<file path="src/hw/rtl/sfd_pkg.sv">
// package with types, constants and codes of the serial frame deframer filter
`default_nettype none

package sfd_pkg;

  localparam int unsigned ByteW    = 8;
  localparam int unsigned ChanW    = 6;
  localparam int unsigned CfgIdxW  = 2;
  localparam int unsigned CfgDataW = 8;

  localparam logic [ByteW-1:0] FlagByte  = 8'h7E;
  localparam logic [ByteW-1:0] ChanBcast = 8'hFF;
  localparam logic [ByteW-1:0] CodeBcast = 8'hAF;
  localparam logic [ByteW-1:0] ChanNew   = 8'hFE;
  localparam logic [ByteW-1:0] CodeNew   = 8'hBF;
  localparam logic [ByteW-1:0] HeaderLen = 8'd5;

  typedef enum logic [CfgIdxW-1:0] {
    REG_OWN_CHANNEL       = 2'd0,
    REG_OWN_CHANNEL_VALID = 2'd1
  } cfg_reg_t;

  typedef enum logic [1:0] {
    CLASS_REJECT = 2'd0,
    CLASS_BCAST  = 2'd1,
    CLASS_NEW    = 2'd2,
    CLASS_OWN    = 2'd3
  } addr_class_t;

  typedef enum logic {
    KIND_PAYLOAD = 1'b0,
    KIND_SUMMARY = 1'b1
  } result_kind_t;

  typedef enum logic [8:0] {
    ST_UNSYNC  = 9'b000000001,
    ST_START   = 9'b000000010,
    ST_LEN     = 9'b000000100,
    ST_CHAN    = 9'b000001000,
    ST_BCAST   = 9'b000010000,
    ST_TYPE    = 9'b000100000,
    ST_PAYLOAD = 9'b001000000,
    ST_CHECK   = 9'b010000000,
    ST_END     = 9'b100000000
  } parse_state_t;

  typedef struct packed {
    logic [ChanW-1:0] own_channel;
    logic             own_channel_valid;
  } cfg_t;

  typedef struct packed {
    result_kind_t     result_kind;
    logic [ByteW-1:0] payload_byte;
    logic [ByteW-1:0] frame_length;
    logic [ByteW-1:0] channel_id;
    logic [ByteW-1:0] broadcast_code;
    logic [ByteW-1:0] message_type;
    logic [ByteW-1:0] check_byte;
    addr_class_t      address_class;
    logic             end_flag_ok;
  } result_t;

endpackage

`default_nettype wire

</file>
<file path="src/hw/rtl/sfd_byte_if.sv">
// valid/ready channel carrying one received serial byte
`default_nettype none

interface sfd_byte_if;
  logic                      valid;
  logic                      ready;
  logic [sfd_pkg::ByteW-1:0] rx_byte;

  modport source (output valid, output rx_byte, input ready);
  modport sink (input valid, input rx_byte, output ready);
endinterface

`default_nettype wire

</file>
<file path="src/hw/rtl/sfd_result_if.sv">
// valid/ready channel carrying one payload byte or frame summary
`default_nettype none

interface sfd_result_if;
  logic                      valid;
  logic                      ready;
  logic                      result_kind;
  logic [sfd_pkg::ByteW-1:0] payload_byte;
  logic [sfd_pkg::ByteW-1:0] frame_length;
  logic [sfd_pkg::ByteW-1:0] channel_id;
  logic [sfd_pkg::ByteW-1:0] broadcast_code;
  logic [sfd_pkg::ByteW-1:0] message_type;
  logic [sfd_pkg::ByteW-1:0] check_byte;
  logic [1:0]                address_class;
  logic                      end_flag_ok;

  modport source (
    output valid, input ready, output result_kind, output payload_byte,
    output frame_length, output channel_id, output broadcast_code,
    output message_type, output check_byte, output address_class, output end_flag_ok
  );
  modport sink (
    input valid, output ready, input result_kind, input payload_byte,
    input frame_length, input channel_id, input broadcast_code,
    input message_type, input check_byte, input address_class, input end_flag_ok
  );
endinterface

`default_nettype wire

</file>
<file path="src/hw/rtl/sfd_cfg_if.sv">
// valid/ready register write channel
`default_nettype none

interface sfd_cfg_if;
  logic                         valid;
  logic                         ready;
  logic [sfd_pkg::CfgIdxW-1:0]  index;
  logic [sfd_pkg::CfgDataW-1:0] data;

  modport source (output valid, output index, output data, input ready);
  modport sink (input valid, input index, input data, output ready);
endinterface

`default_nettype wire

</file>
<file path="src/hw/rtl/serial_frame_deframer_filter.sv">
// top level of the serial frame deframer filter
//
// rx carries one received serial byte per transaction. the block hunts for
// two '~' bytes, holds length, channel, broadcast code and type, classifies
// the frame and passes payload bytes of accepted frames out on res as they
// arrive, followed by one summary transaction at the end byte. a bad end
// byte still closes the frame and the block goes back to hunting.
// cfg writes own_channel (index 0) and own_channel_valid (index 1); it is
// always ready. the user must write it only while the block is idle; the
// block itself does not enforce this. a byte taken on rx reaches res through
// the input register, a combinational parse step and the two-entry result
// buffer; throughput is one byte per cycle while res keeps up.
// when res stalls, the buffer absorbs up to two results, then the input
// register holds its byte and rx.ready drops until res drains.
// reset (rst, synchronous) clears the buffer, the input register and puts
// the parser in the hunting state with cleared fields and registers.
`default_nettype none

module serial_frame_deframer_filter (
  input  wire logic clk,
  input  wire logic rst,
  sfd_byte_if.sink   rx,
  sfd_result_if.source res,
  sfd_cfg_if.sink    cfg
);
  import sfd_pkg::*;

  cfg_t             cfg_regs;
  logic             held_valid;
  logic [ByteW-1:0] held_byte;
  logic             can_push;
  logic             advance;
  logic             res_push;
  result_t          res_next;
  result_t          res_out;

  assign cfg.ready = 1'b1;

  always_ff @(posedge clk) begin
    if (rst) begin
      cfg_regs <= '0;
    end else if (cfg.valid) begin
      case (cfg_reg_t'(cfg.index))
        REG_OWN_CHANNEL:       cfg_regs.own_channel <= cfg.data[ChanW-1:0];
        REG_OWN_CHANNEL_VALID: cfg_regs.own_channel_valid <= cfg.data[0];
        default: ;
      endcase
    end
  end

  assign advance = held_valid && can_push;

  sfd_in_stage u_in (
    .clk        (clk),
    .rst        (rst),
    .in_valid   (rx.valid),
    .in_ready   (rx.ready),
    .in_byte    (rx.rx_byte),
    .take       (advance),
    .held_valid (held_valid),
    .held_byte  (held_byte)
  );

  sfd_parser u_parser (
    .clk      (clk),
    .rst      (rst),
    .cfg      (cfg_regs),
    .advance  (advance),
    .rx_byte  (held_byte),
    .res_push (res_push),
    .res      (res_next)
  );

  sfd_out_fifo u_out (
    .clk       (clk),
    .rst       (rst),
    .push      (res_push),
    .push_data (res_next),
    .can_push  (can_push),
    .out_valid (res.valid),
    .out_ready (res.ready),
    .out_data  (res_out)
  );

  assign res.result_kind    = res_out.result_kind;
  assign res.payload_byte   = res_out.payload_byte;
  assign res.frame_length   = res_out.frame_length;
  assign res.channel_id     = res_out.channel_id;
  assign res.broadcast_code = res_out.broadcast_code;
  assign res.message_type   = res_out.message_type;
  assign res.check_byte     = res_out.check_byte;
  assign res.address_class  = res_out.address_class;
  assign res.end_flag_ok    = res_out.end_flag_ok;

endmodule

`default_nettype wire

</file>
<file path="src/hw/rtl/sfd_in_stage.sv">
// input register holding one received byte until the parser takes it
`default_nettype none

module sfd_in_stage (
  input  wire logic                      clk,
  input  wire logic                      rst,
  input  wire logic                      in_valid,
  output logic                           in_ready,
  input  wire logic [sfd_pkg::ByteW-1:0] in_byte,
  input  wire logic                      take,
  output logic                           held_valid,
  output logic [sfd_pkg::ByteW-1:0]      held_byte
);
  import sfd_pkg::*;

  logic             full;
  logic [ByteW-1:0] data;

  assign in_ready   = !full || take;
  assign held_valid = full;
  assign held_byte  = data;

  always_ff @(posedge clk) begin
    if (rst) begin
      full <= 1'b0;
    end else if (in_ready) begin
      full <= in_valid;
    end
  end

  always_ff @(posedge clk) begin
    if (in_valid && in_ready) begin
      data <= in_byte;
    end
  end

endmodule

`default_nettype wire

</file>
<file path="src/hw/rtl/sfd_parser.sv">
// frame parse state machine, held header fields and result forming
`default_nettype none

module sfd_parser (
  input  wire logic                      clk,
  input  wire logic                      rst,
  input  wire sfd_pkg::cfg_t             cfg,
  input  wire logic                      advance,
  input  wire logic [sfd_pkg::ByteW-1:0] rx_byte,
  output logic                           res_push,
  output sfd_pkg::result_t               res
);
  import sfd_pkg::*;

  parse_state_t     state, state_next;
  logic [ByteW-1:0] held_length, held_length_next;
  logic [ByteW-1:0] held_channel, held_channel_next;
  logic [ByteW-1:0] held_broadcast, held_broadcast_next;
  logic [ByteW-1:0] held_type, held_type_next;
  logic [ByteW-1:0] payload_count, payload_count_next;
  logic [ByteW-1:0] held_check, held_check_next;
  addr_class_t      held_class, held_class_next;
  logic             emit;
  logic             is_flag;

  function automatic addr_class_t classify(input logic [ByteW-1:0] chan,
                                           input logic [ByteW-1:0] code,
                                           input cfg_t c);
    addr_class_t r;
    if (chan == ChanBcast && code == CodeBcast) begin
      r = CLASS_BCAST;
    end else if (chan == ChanNew && code == CodeNew) begin
      r = CLASS_NEW;
    end else if (c.own_channel_valid && chan == {{(ByteW-ChanW){1'b0}}, c.own_channel}) begin
      r = CLASS_OWN;
    end else begin
      r = CLASS_REJECT;
    end
    return r;
  endfunction

  assign is_flag  = (rx_byte == FlagByte);
  assign res_push = advance && emit;

  always_comb begin
    state_next          = state;
    held_length_next    = held_length;
    held_channel_next   = held_channel;
    held_broadcast_next = held_broadcast;
    held_type_next      = held_type;
    payload_count_next  = payload_count;
    held_check_next     = held_check;
    held_class_next     = held_class;
    emit                = 1'b0;
    res                 = '0;
    case (state)
      ST_UNSYNC: begin
        if (is_flag) state_next = ST_START;
      end
      ST_START: begin
        if (is_flag) begin
          held_length_next    = '0;
          held_channel_next   = '0;
          held_broadcast_next = '0;
          held_type_next      = '0;
          payload_count_next  = '0;
          held_check_next     = '0;
          held_class_next     = CLASS_REJECT;
          state_next          = ST_LEN;
        end else begin
          state_next = ST_UNSYNC;
        end
      end
      ST_LEN: begin
        held_length_next = rx_byte;
        state_next       = ST_CHAN;
      end
      ST_CHAN: begin
        held_channel_next = rx_byte;
        state_next        = ST_BCAST;
      end
      ST_BCAST: begin
        held_broadcast_next = rx_byte;
        held_class_next     = classify(held_channel, rx_byte, cfg);
        state_next          = ST_TYPE;
      end
      ST_TYPE: begin
        held_type_next = rx_byte;
        state_next     = (held_length <= HeaderLen) ? ST_CHECK : ST_PAYLOAD;
      end
      ST_PAYLOAD: begin
        payload_count_next = payload_count + 8'd1;
        if (payload_count_next >= held_length - HeaderLen) state_next = ST_CHECK;
        if (held_class != CLASS_REJECT) begin
          emit             = 1'b1;
          res.result_kind  = KIND_PAYLOAD;
          res.payload_byte = rx_byte;
        end
      end
      ST_CHECK: begin
        held_check_next = rx_byte;
        state_next      = ST_END;
      end
      ST_END: begin
        emit               = 1'b1;
        res.result_kind    = KIND_SUMMARY;
        res.frame_length   = held_length;
        res.channel_id     = held_channel;
        res.broadcast_code = held_broadcast;
        res.message_type   = held_type;
        res.check_byte     = held_check;
        res.address_class  = held_class;
        res.end_flag_ok    = is_flag;
        state_next         = is_flag ? ST_START : ST_UNSYNC;
      end
      default: begin
        state_next = ST_UNSYNC;
      end
    endcase
  end

  always_ff @(posedge clk) begin
    if (rst) begin
      state          <= ST_UNSYNC;
      held_length    <= '0;
      held_channel   <= '0;
      held_broadcast <= '0;
      held_type      <= '0;
      payload_count  <= '0;
      held_check     <= '0;
      held_class     <= CLASS_REJECT;
    end else if (advance) begin
      state          <= state_next;
      held_length    <= held_length_next;
      held_channel   <= held_channel_next;
      held_broadcast <= held_broadcast_next;
      held_type      <= held_type_next;
      payload_count  <= payload_count_next;
      held_check     <= held_check_next;
      held_class     <= held_class_next;
    end
  end

  // payload state is only reached with a length longer than the header
  a_payload_len: assert property (@(posedge clk) disable iff (rst)
    state == ST_PAYLOAD |-> held_length > HeaderLen)
    else $error("payload state with short length");

  // a fresh frame starts with cleared held fields
  a_len_clear: assert property (@(posedge clk) disable iff (rst)
    state == ST_LEN |-> (payload_count == '0 && held_class == CLASS_REJECT
                         && held_check == '0))
    else $error("held fields not cleared at frame start");

  // rejected frames give no payload transactions
  a_no_reject_payload: assert property (@(posedge clk) disable iff (rst)
    res_push && res.result_kind == KIND_PAYLOAD |-> held_class != CLASS_REJECT)
    else $error("payload of rejected frame passed out");

  // a good end flag resynchronizes onto the next start flag
  a_end_flag: assert property (@(posedge clk) disable iff (rst)
    advance && state == ST_END && is_flag |=> state == ST_START)
    else $error("end flag not taken as next start");

endmodule

`default_nettype wire

</file>
<file path="src/hw/rtl/sfd_out_fifo.sv">
// two-entry result buffer between parser and result channel
`default_nettype none

module sfd_out_fifo (
  input  wire logic             clk,
  input  wire logic             rst,
  input  wire logic             push,
  input  wire sfd_pkg::result_t push_data,
  output logic                  can_push,
  output logic                  out_valid,
  input  wire logic             out_ready,
  output sfd_pkg::result_t      out_data
);
  import sfd_pkg::*;

  result_t    mem [2];
  logic       wr_ptr;
  logic       rd_ptr;
  logic [1:0] count;
  logic       pop;

  assign can_push  = (count != 2'd2);
  assign out_valid = (count != 2'd0);
  assign out_data  = mem[rd_ptr];
  assign pop       = out_valid && out_ready;

  always_ff @(posedge clk) begin
    if (rst) begin
      wr_ptr <= 1'b0;
      rd_ptr <= 1'b0;
      count  <= 2'd0;
    end else begin
      if (push) wr_ptr <= !wr_ptr;
      if (pop) rd_ptr <= !rd_ptr;
      count <= count + {1'b0, push} - {1'b0, pop};
    end
  end

  always_ff @(posedge clk) begin
    if (push) begin
      mem[wr_ptr] <= push_data;
    end
  end

endmodule

`default_nettype wire

</file>
<file path="src/flat_wrapper.sv">
// flat-port wrapper written by rule: the top's interface ports become plain ports
module serial_frame_deframer_filter_flat import sfd_pkg::*;
  (clk, rst, rx_valid, rx_rx_byte, rx_ready, res_valid, res_ready, res_result_kind, res_payload_byte, res_frame_length, res_channel_id, res_broadcast_code, res_message_type, res_check_byte, res_address_class, res_end_flag_ok, cfg_valid, cfg_index, cfg_data, cfg_ready);
  sfd_byte_if rx_i ();
  sfd_result_if res_i ();
  sfd_cfg_if cfg_i ();
  input  wire logic clk;
  input  wire logic rst;
  input wire logic [$bits(rx_i.valid)-1:0] rx_valid;
  input wire logic [$bits(rx_i.rx_byte)-1:0] rx_rx_byte;
  output wire logic [$bits(rx_i.ready)-1:0] rx_ready;
  output wire logic [$bits(res_i.valid)-1:0] res_valid;
  input wire logic [$bits(res_i.ready)-1:0] res_ready;
  output wire logic [$bits(res_i.result_kind)-1:0] res_result_kind;
  output wire logic [$bits(res_i.payload_byte)-1:0] res_payload_byte;
  output wire logic [$bits(res_i.frame_length)-1:0] res_frame_length;
  output wire logic [$bits(res_i.channel_id)-1:0] res_channel_id;
  output wire logic [$bits(res_i.broadcast_code)-1:0] res_broadcast_code;
  output wire logic [$bits(res_i.message_type)-1:0] res_message_type;
  output wire logic [$bits(res_i.check_byte)-1:0] res_check_byte;
  output wire logic [$bits(res_i.address_class)-1:0] res_address_class;
  output wire logic [$bits(res_i.end_flag_ok)-1:0] res_end_flag_ok;
  input wire logic [$bits(cfg_i.valid)-1:0] cfg_valid;
  input wire logic [$bits(cfg_i.index)-1:0] cfg_index;
  input wire logic [$bits(cfg_i.data)-1:0] cfg_data;
  output wire logic [$bits(cfg_i.ready)-1:0] cfg_ready;
  assign rx_i.valid = rx_valid;
  assign rx_i.rx_byte = rx_rx_byte;
  assign rx_ready = rx_i.ready;
  assign res_valid = res_i.valid;
  assign res_i.ready = res_ready;
  assign res_result_kind = res_i.result_kind;
  assign res_payload_byte = res_i.payload_byte;
  assign res_frame_length = res_i.frame_length;
  assign res_channel_id = res_i.channel_id;
  assign res_broadcast_code = res_i.broadcast_code;
  assign res_message_type = res_i.message_type;
  assign res_check_byte = res_i.check_byte;
  assign res_address_class = res_i.address_class;
  assign res_end_flag_ok = res_i.end_flag_ok;
  assign cfg_i.valid = cfg_valid;
  assign cfg_i.index = cfg_index;
  assign cfg_i.data = cfg_data;
  assign cfg_ready = cfg_i.ready;
  serial_frame_deframer_filter u_core (.clk(clk), .rst(rst), .rx(rx_i), .res(res_i), .cfg(cfg_i));
endmodule
</file>
<file path="config.mk">
export PLATFORM = sky130hd
export DESIGN_NAME = serial_frame_deframer_filter_flat
export DESIGN_NICKNAME = d
export VERILOG_FILES = /design/src/hw/rtl/sfd_pkg.sv /design/src/hw/rtl/sfd_byte_if.sv /design/src/hw/rtl/sfd_result_if.sv /design/src/hw/rtl/sfd_cfg_if.sv /design/src/hw/rtl/serial_frame_deframer_filter.sv /design/src/hw/rtl/sfd_in_stage.sv /design/src/hw/rtl/sfd_parser.sv /design/src/hw/rtl/sfd_out_fifo.sv /design/src/flat_wrapper.sv
export SDC_FILE = /design/constraint.sdc
export NUM_CORES = 1
export LEC_CHECK = 0
export CAP_MARGIN = 20
export CORE_ASPECT_RATIO = 0.5
export CORE_MARGIN = 5
export CORE_UTILIZATION = 57
export CTS_CLUSTER_DIAMETER = 100
export DETAILED_ROUTE_END_ITERATION = 12
export DONT_BUFFER_PORTS = 1
export GPL_ROUTABILITY_DRIVEN = 1
export PLACE_DENSITY_LB_ADDON = 0.05
export SLEW_MARGIN = 10
export SYNTH_ARGS = -nofsm -noshare
export SYNTH_HDL_FRONTEND = slang
export SYNTH_SLANG_ARGS = --single-unit
</file>
<file path="constraint.sdc">
create_clock -name clk -period 4.15 [get_ports clk]
set_input_delay 0.6225 -clock clk [delete_from_list [all_inputs] [get_ports clk]]
set_output_delay 0.6225 -clock clk [all_outputs]
set_load 0.005 [all_outputs]
</file>
==> results of run 1 <==
cells by family after synthesis:
kind of cell               count (synthesis)  share of synthesized area (%)
other                                      1                         0.0475
AOI/OAI and AO/OA                         95                           7.90
adders and majority gates                 13                           2.06
and+or+nand+nor                          221                           15.9
xor gates and xnor gates                  21                           2.33
DFF                                      184                           60.8
muxes                                     59                           8.30
buffers and inverters                     49                           2.60
through the flow:
stage          setup slack, ps  power, uW
6_report                   889       3720
5_1_grt                    634       3860
4_1_cts                    896       3750
3_5_place_dp               920       2140
3_3_place_gp               954       2140
2_1_floorplan              667       2110
state kept, by name (all words and copies together) (netlist names), named ones only:
register	cells
u_core.u_parser.held_type	8
u_core.u_out.mem	104
u_core.u_out.rd_ptr	1
u_core.u_in.held_byte	8
u_core.u_out.count	2
u_core.u_parser.held_broadcast	8
u_core.u_parser.held_check	8
u_core.u_parser.held_class	2
u_core.u_parser.state	9
u_core.u_out.wr_ptr	1
u_core.u_parser.held_length	8
u_core.cfg_regs	7
u_core.u_in.held_valid	1
u_core.u_parser.held_channel	8
u_core.u_parser.payload_count	8
routing by layer:
layer	track usage, %	part of all wire [%]
met3	4.52	5.1
met2	32.0	47
met4	4.83	0.71
met5	0	0
met1	27.9	47
critical path: stages (launching register included):
cell and delay, ps:
dfxtp_1 400, nand3_1 200, or2_2 350, and2_1 160, or2_2 290, ha_1 310
a211oi_1 230, nor2_1 110, a2111oi_4 630, nor4_2 230, a22o_1 230
how the worst max path moves through the flow:
stage	startpoint	endpoint	slack [ps]
floorplan	u_core.u_parser.state[2]	u_core.u_out.mem[0][0]	670
global placement	u_core.u_parser.payload_count[0]	u_core.u_parser.held_check[6]	950
detailed placement	u_core.u_parser.payload_count[0]	u_core.u_parser.held_check[1]	920
CTS	u_core.u_parser.payload_count[0]	u_core.u_parser.held_check[1]	900
global route	u_core.u_parser.payload_count[0]	u_core.u_parser.held_check[1]	630
finish	u_core.u_parser.payload_count[0]	u_core.u_parser.held_check[1]	890
layout by cell type (no fill, tap or decap), types with 3 or more instances in the layout:
| master | netlist | layout |
|---|---|---|
| edfxtp_1 | 112 | 112 |
| dfxtp_1 | 72 | 71 |
| and2_1 | 53 | 52 |
| mux2_2 | 52 | 52 |
| a21oi_1 | 41 | 41 |
| nand3_1 | 40 | 40 |
| nand2_1 | 38 | 38 |
| nor2_1 | 26 | 26 |
| a22o_1 | 18 | 18 |
| clkbuf_16 | 0 | 17 |
| o21ai_0 | 16 | 16 |
| ha_1 | 13 | 13 |
| xnor2_1 | 11 | 11 |
| xor2_1 | 10 | 10 |
| inv_1 | 10 | 10 |
| nor2b_1 | 9 | 8 |
| nor4_1 | 7 | 7 |
| nand4_1 | 7 | 7 |
| mux2i_1 | 7 | 7 |
| nor3_1 | 6 | 6 |
| buf_4 | 3 | 6 |
| nand4b_1 | 5 | 5 |
| inv_8 | 0 | 5 |
| or2_2 | 4 | 4 |
| or4_1 | 4 | 4 |
| a31oi_1 | 4 | 4 |
| and4b_1 | 3 | 3 |
| nor4_2 | 3 | 3 |
| a211oi_1 | 3 | 3 |
| or3_1 | 3 | 3 |
| clkinv_8 | 0 | 3 |
| clkinv_4 | 0 | 3 |
power by group through the flow:
stage                     sequential (uW)  combinational [uW]  clock (uW)
final                                1970                 126        1630
after global routing                 1970                 139        1750
after CTS                            1970                 128        1660
after detailed placement             2010                 127           0
after global placement               2010                 126           0
after floorplan                      1980                 125           0
cell type report:
class	count	area, sq um	area share, %
flip-flops and latches	184	4810	55.4
multi-input cells	410	2900	33.4
clock buffers	18	429	4.95
well taps	192	240	2.77
clock inverters	14	178	2.05
repair buffers	9	90.1	1.04
inverters	10	37.5	0.433
==> results.yml, run 1 <==
die:
  dieArea_sq_mm: 0.0165
  io_pins: 78
  die_x_um: 176
  start_util_pct: 58.3
  coreArea_sq_mm: 0.0136
  rows: 30
  die_h_um: 93.2
placement:
  gp_congestion: 0.905
  dpl.hpwl_mm: 10.1
  placed_area_sq_mm: 0.00807
  port_buffers: 0
  dp_cells: 804
power_and_ir_drop:
  internal_power_uw: 2860
  power.net_switching_uw: 859
  p_leak_uw: 0.00266
  pwr-share-seq_pct: 52.9
  p_clk_share_pct: 43.7
  sw_frac_of_total_pct: 23.1
  cellPowerDensity_mw_per_mm2: 429
  combPwrFrac_pct: 3.4
  peakVddDrop_v: 0.000261
clocking:
  clock_latency_ps: 430
  cts_sinks: 184
  clk_pin_slew_worst_paths_ps: 80
  clockRootBuffer: "clkbuf_16"
  max-clock-path-buffers: 2
  cts-resized-gates: 0
  cts_tree: "built"
  htreeDepth: 4
  post-cts-setup-buffers: 0
  cts_buffers: 17
  hold_buffers: 0
yosys:
  syn_area_sq_mm: 0.00790
  synth_commonest_cells: "112 x edfxtp_1, 72 x dfxtp_1, 53 x and2_1"
  synth_ff_type: "edfxtp_1"
  yosysMostFrequentCell: "edfxtp_1"
  syn_inst: 643
  synth_seq_cells: 184
  synth.net_count: 679
  synth_area_leaders: "edfxtp_1 43%, dfxtp_1 18%, mux2_2 7.4%, and2_1 4.2%, a21oi_1 2.6%"
  synthArstFlopShare_pct: 0
  synth.avg_cell_area_sq_um: 12.3
  synth_cell_types: 52
  yosysWarningCount: 0
  synth_edf_count: 112
  synth_top_area_share_pct: 42.6
  ys_seq_area_share_pct: 60.8
  yosys.area.top_type: "edfxtp_1"
final_layout:
  nFillCells: 1029
  nets: 668
  fin_area_sq_mm: 0.00868
  n_antenna_cell: 0
  area_delta_synth_final_pct: 9.87
  instances_no_fill: 837
  layout-drive-gt1-share_pct: 16.9
  fin_util_pct: 64.0
global_routing:
  antenna_found_initial: 0
  grt_pass1_vias: 4686
  grt_usage_pct: 19.9
  grt_pass1_wl_mm: 25.3
  grt_max_degree: 61
  grt_overflow: 0
critical_path:
  r2r-end: "u_core.u_parser.held_check[1]"
  path_class: "reg -> reg"
  cp.arrival_ps: 3580
  reg2reg_from: "u_core.u_parser.payload_count[0]"
  crit_fanout: 10
  startpoint_type: "flip-flop"
  reg2reg_slack_ps: 890
  end_kind: "flip-flop"
  crit_required_ps: 4470
  worst-r2r-cell-count: 10
min_path:
  worstHoldEndpoint: "u_core.u_parser.held_type[6]"
  hp-start: "rst"
  min_path_cells: 1
  hold_path.class: "in -> reg"
outcome:
  status: "finished clean"
detailed_routing:
  drc: 0
  vias: 4833
  drtIter0Drc: 323
  ant_nets: 0
  dr.pass1.iters: 5
  wl_mm: 16.0
  routedWlPerCell_um: 19.1
  vias_per_cell: 5.77
sta:
  period_minus_slack_ps: 3260
  whs_ps: 271
  finalCritPeriodShare_pct: 78.6
  fin_tns_setup_ps: 0
  report.final.slew_viol_count: 0
  finalHoldViolCount: 0
  finalClockSkew_ps: 13.6
  slew_headroom_pct: 35.4
  setup_viol_count_final: 0
  rsz0062_at_grt: "false"
  fmax_mhz: 307
  tightest_slew_ps: 964
run:
  maxCapViolCount: 0
(Power assumes the default switching activity.)
==> inputs of run 2 (changes only) <==
- CORE_UTILIZATION: 57 -> 60
- clock period: 4.15 -> 3.26 ns (I/O delays scaled with it)
==> run 2 against run 1 <==
Compared with the run above:
- fmax is 10% higher
- core utilization is 4.2 points higher
- register-to-register slack got worse by 590 ps
- global-route usage up 0.99 points
- sequential power up 26%
- non-clock buffer count grew 10
- worst hold slack worse by 150 ps
- total power is 25% higher
- critical path type unchanged
- largest power group unchanged
==> results.yml, run 2 (synthesized netlist as in run 1, its figures left out) <==
die:
  die_x_um: 172
  die_h_um: 91.1
  rows: 29
  coreArea_sq_mm: 0.0128
  dieArea_sq_mm: 0.0157
  start_util_pct: 61.8
  io_pins: 78
sta:
  fin_tns_setup_ps: 0
  setup_viol_count_final: 0
  finalHoldViolCount: 0
  fmax_mhz: 338
  report.final.slew_viol_count: 0
  finalClockSkew_ps: 13.7
  finalCritPeriodShare_pct: 90.9
  slew_headroom_pct: 38.6
  period_minus_slack_ps: 2960
  rsz0062_at_grt: "false"
  tightest_slew_ps: 917
clocking:
  cts_buffers: 17
  max-clock-path-buffers: 2
  post-cts-setup-buffers: 0
  cts_sinks: 184
  cts-resized-gates: 0
  cts_tree: "built"
  clk_pin_slew_worst_paths_ps: 70
  clockRootBuffer: "clkbuf_16"
  htreeDepth: 4
  clock_latency_ps: 440
  hold_buffers: 0
critical_path:
  worst-r2r-cell-count: 11
  reg2reg_from: "u_core.u_parser.payload_count[0]"
  end_kind: "flip-flop"
  path_class: "reg -> reg"
  reg2reg_slack_ps: 300
  worstSetupStartpoint: "u_core.u_parser.payload_count[0]"
  startpoint_type: "flip-flop"
  cp.arrival_ps: 3300
  r2r-end: "u_core.u_parser.state[1]"
  crit_required_ps: 3600
  crit_fanout: 9
placement:
  gp_congestion: 0.881
  port_buffers: 0
  dpl.hpwl_mm: 10.5
power_and_ir_drop:
  cellPowerDensity_mw_per_mm2: 535
  peakVddDrop_v: 0.000306
  combPwrFrac_pct: 3.8
  pwr-share-seq_pct: 53.4
  p_leak_uw: 0.00269
  internal_power_uw: 3570
  power.net_switching_uw: 1100
  sw_frac_of_total_pct: 23.6
  p_clk_share_pct: 42.8
detailed_routing:
  drtIter0Drc: 422
  dr.pass1.iters: 5
  routedWlPerCell_um: 19.7
  vias: 4957
  wl_mm: 16.3
  ant_nets: 0
  drc: 0
  vias_per_cell: 6.01
final_layout:
  area_delta_synth_final_pct: 10.4
  fin_util_pct: 68.3
  n_antenna_cell: 0
  nets: 678
  final_common_cell: "edfxtp_1"
  nFillCells: 960
  regMostFlops: "u_core.u_out.mem"
  layout-drive-gt1-share_pct: 18.2
  top_regs: "u_core.u_out.mem: 104 flops, u_core.u_parser.state: 9 flops"
  final_cell_mix: "112 x edfxtp_1, 71 x dfxtp_1, 52 x and2_1, 52 x mux2_2, 41 x a21oi_1"
  largest_reg_flops: 104
global_routing:
  grt_max_degree: 61
  grt_overflow: 0
  grt_pass1_wl_mm: 25.3
  grt_pass1_vias: 4622
  grt_usage_pct: 20.9
  antenna_found_initial: 0
min_path:
  min_path_cells: 1
  hold_path.class: "in -> reg"
  hp-start: "rst"
  worstHoldEndpoint: "u_core.cfg_regs[4]"
outcome:
  status: "finished clean"
run:
  maxCapViolCount: 0
## run 2: cell count changes in the layout (fill, tap and decap cells not counted)
cell	change
buf_4	+9
inv_8	-2
buf_12	+1
bufinv_16	-1
clkinv_4	+1
clkinv_8	+1
inv_6	+1
## run 2: how the worst max path moves through the flow
stage                                to
2_1_floorplan    u_core.u_out.mem[0][0]
3_3_place_gp   u_core.u_parser.state[1]
3_5_place_dp   u_core.u_parser.state[1]
4_1_cts        u_core.u_parser.state[1]
5_1_grt        u_core.u_parser.state[7]
6_report       u_core.u_parser.state[1]
## run 2: layout make-up
class                           count  area, sq um  share of cell area, %
Timing Repair Buffer               19          178                   2.04
Tap cell                          170          213                   2.44
Multi-Input combinational cell    410         2900                   33.2
Inverter                           10         37.5                  0.430
Sequential cell                   184         4810                   55.1
Clock buffer                       18          429                   4.92
Clock inverter                     14          159                   1.82
## run 2: per-layer routing
metal / global-route usage, % / routed length [um]
met1: 29.3 / 7680
met2: 32.3 / 7350
met3: 5.21 / 1020
met4: 6.74 / 207
met5: 0 / 0
## run 2: stage by stage
| step | power (uW) | hold slack, ps | worst slack (ps) | area (sq um) | instances |
|---|---|---|---|---|---|
| CTS | 4690 | 109 | 307 | 8710 | 824 |
| global route | 4830 | 107 | 146 | 8720 | 825 |
| finish | 4670 | 117 | 297 | 8720 | 825 |
| detailed placement | 2720 | 450 | 335 | 8130 | 792 |
| floorplan | 2680 | 441 | 345 | 7910 | 643 |
| global placement | 2720 | 445 | 345 | 8130 | 792 |
## run 2: power groups by stage
| stage | combinational, uW | clock (uW) | sequential [uW] |
|---|---|---|---|
| 2_1_floorplan | 155 | 0 | 2520 |
| 5_1_grt | 189 | 2140 | 2500 |
| 3_5_place_dp | 176 | 0 | 2550 |
| 4_1_cts | 177 | 2020 | 2490 |
| 6_report | 175 | 2000 | 2490 |
| 3_3_place_gp | 174 | 0 | 2550 |
## run 2: critical path, cell delays in order, from the launching register on
cell and delay (ps):
dfxtp_1 400, nand3_1 120, or2_2 320, and2_1 160, or2_2 290, ha_1 310, a211oi_1 230, nor2_1 120
a2111oi_4 390, buf_4 220, nor2_1 60, a311oi_1 240
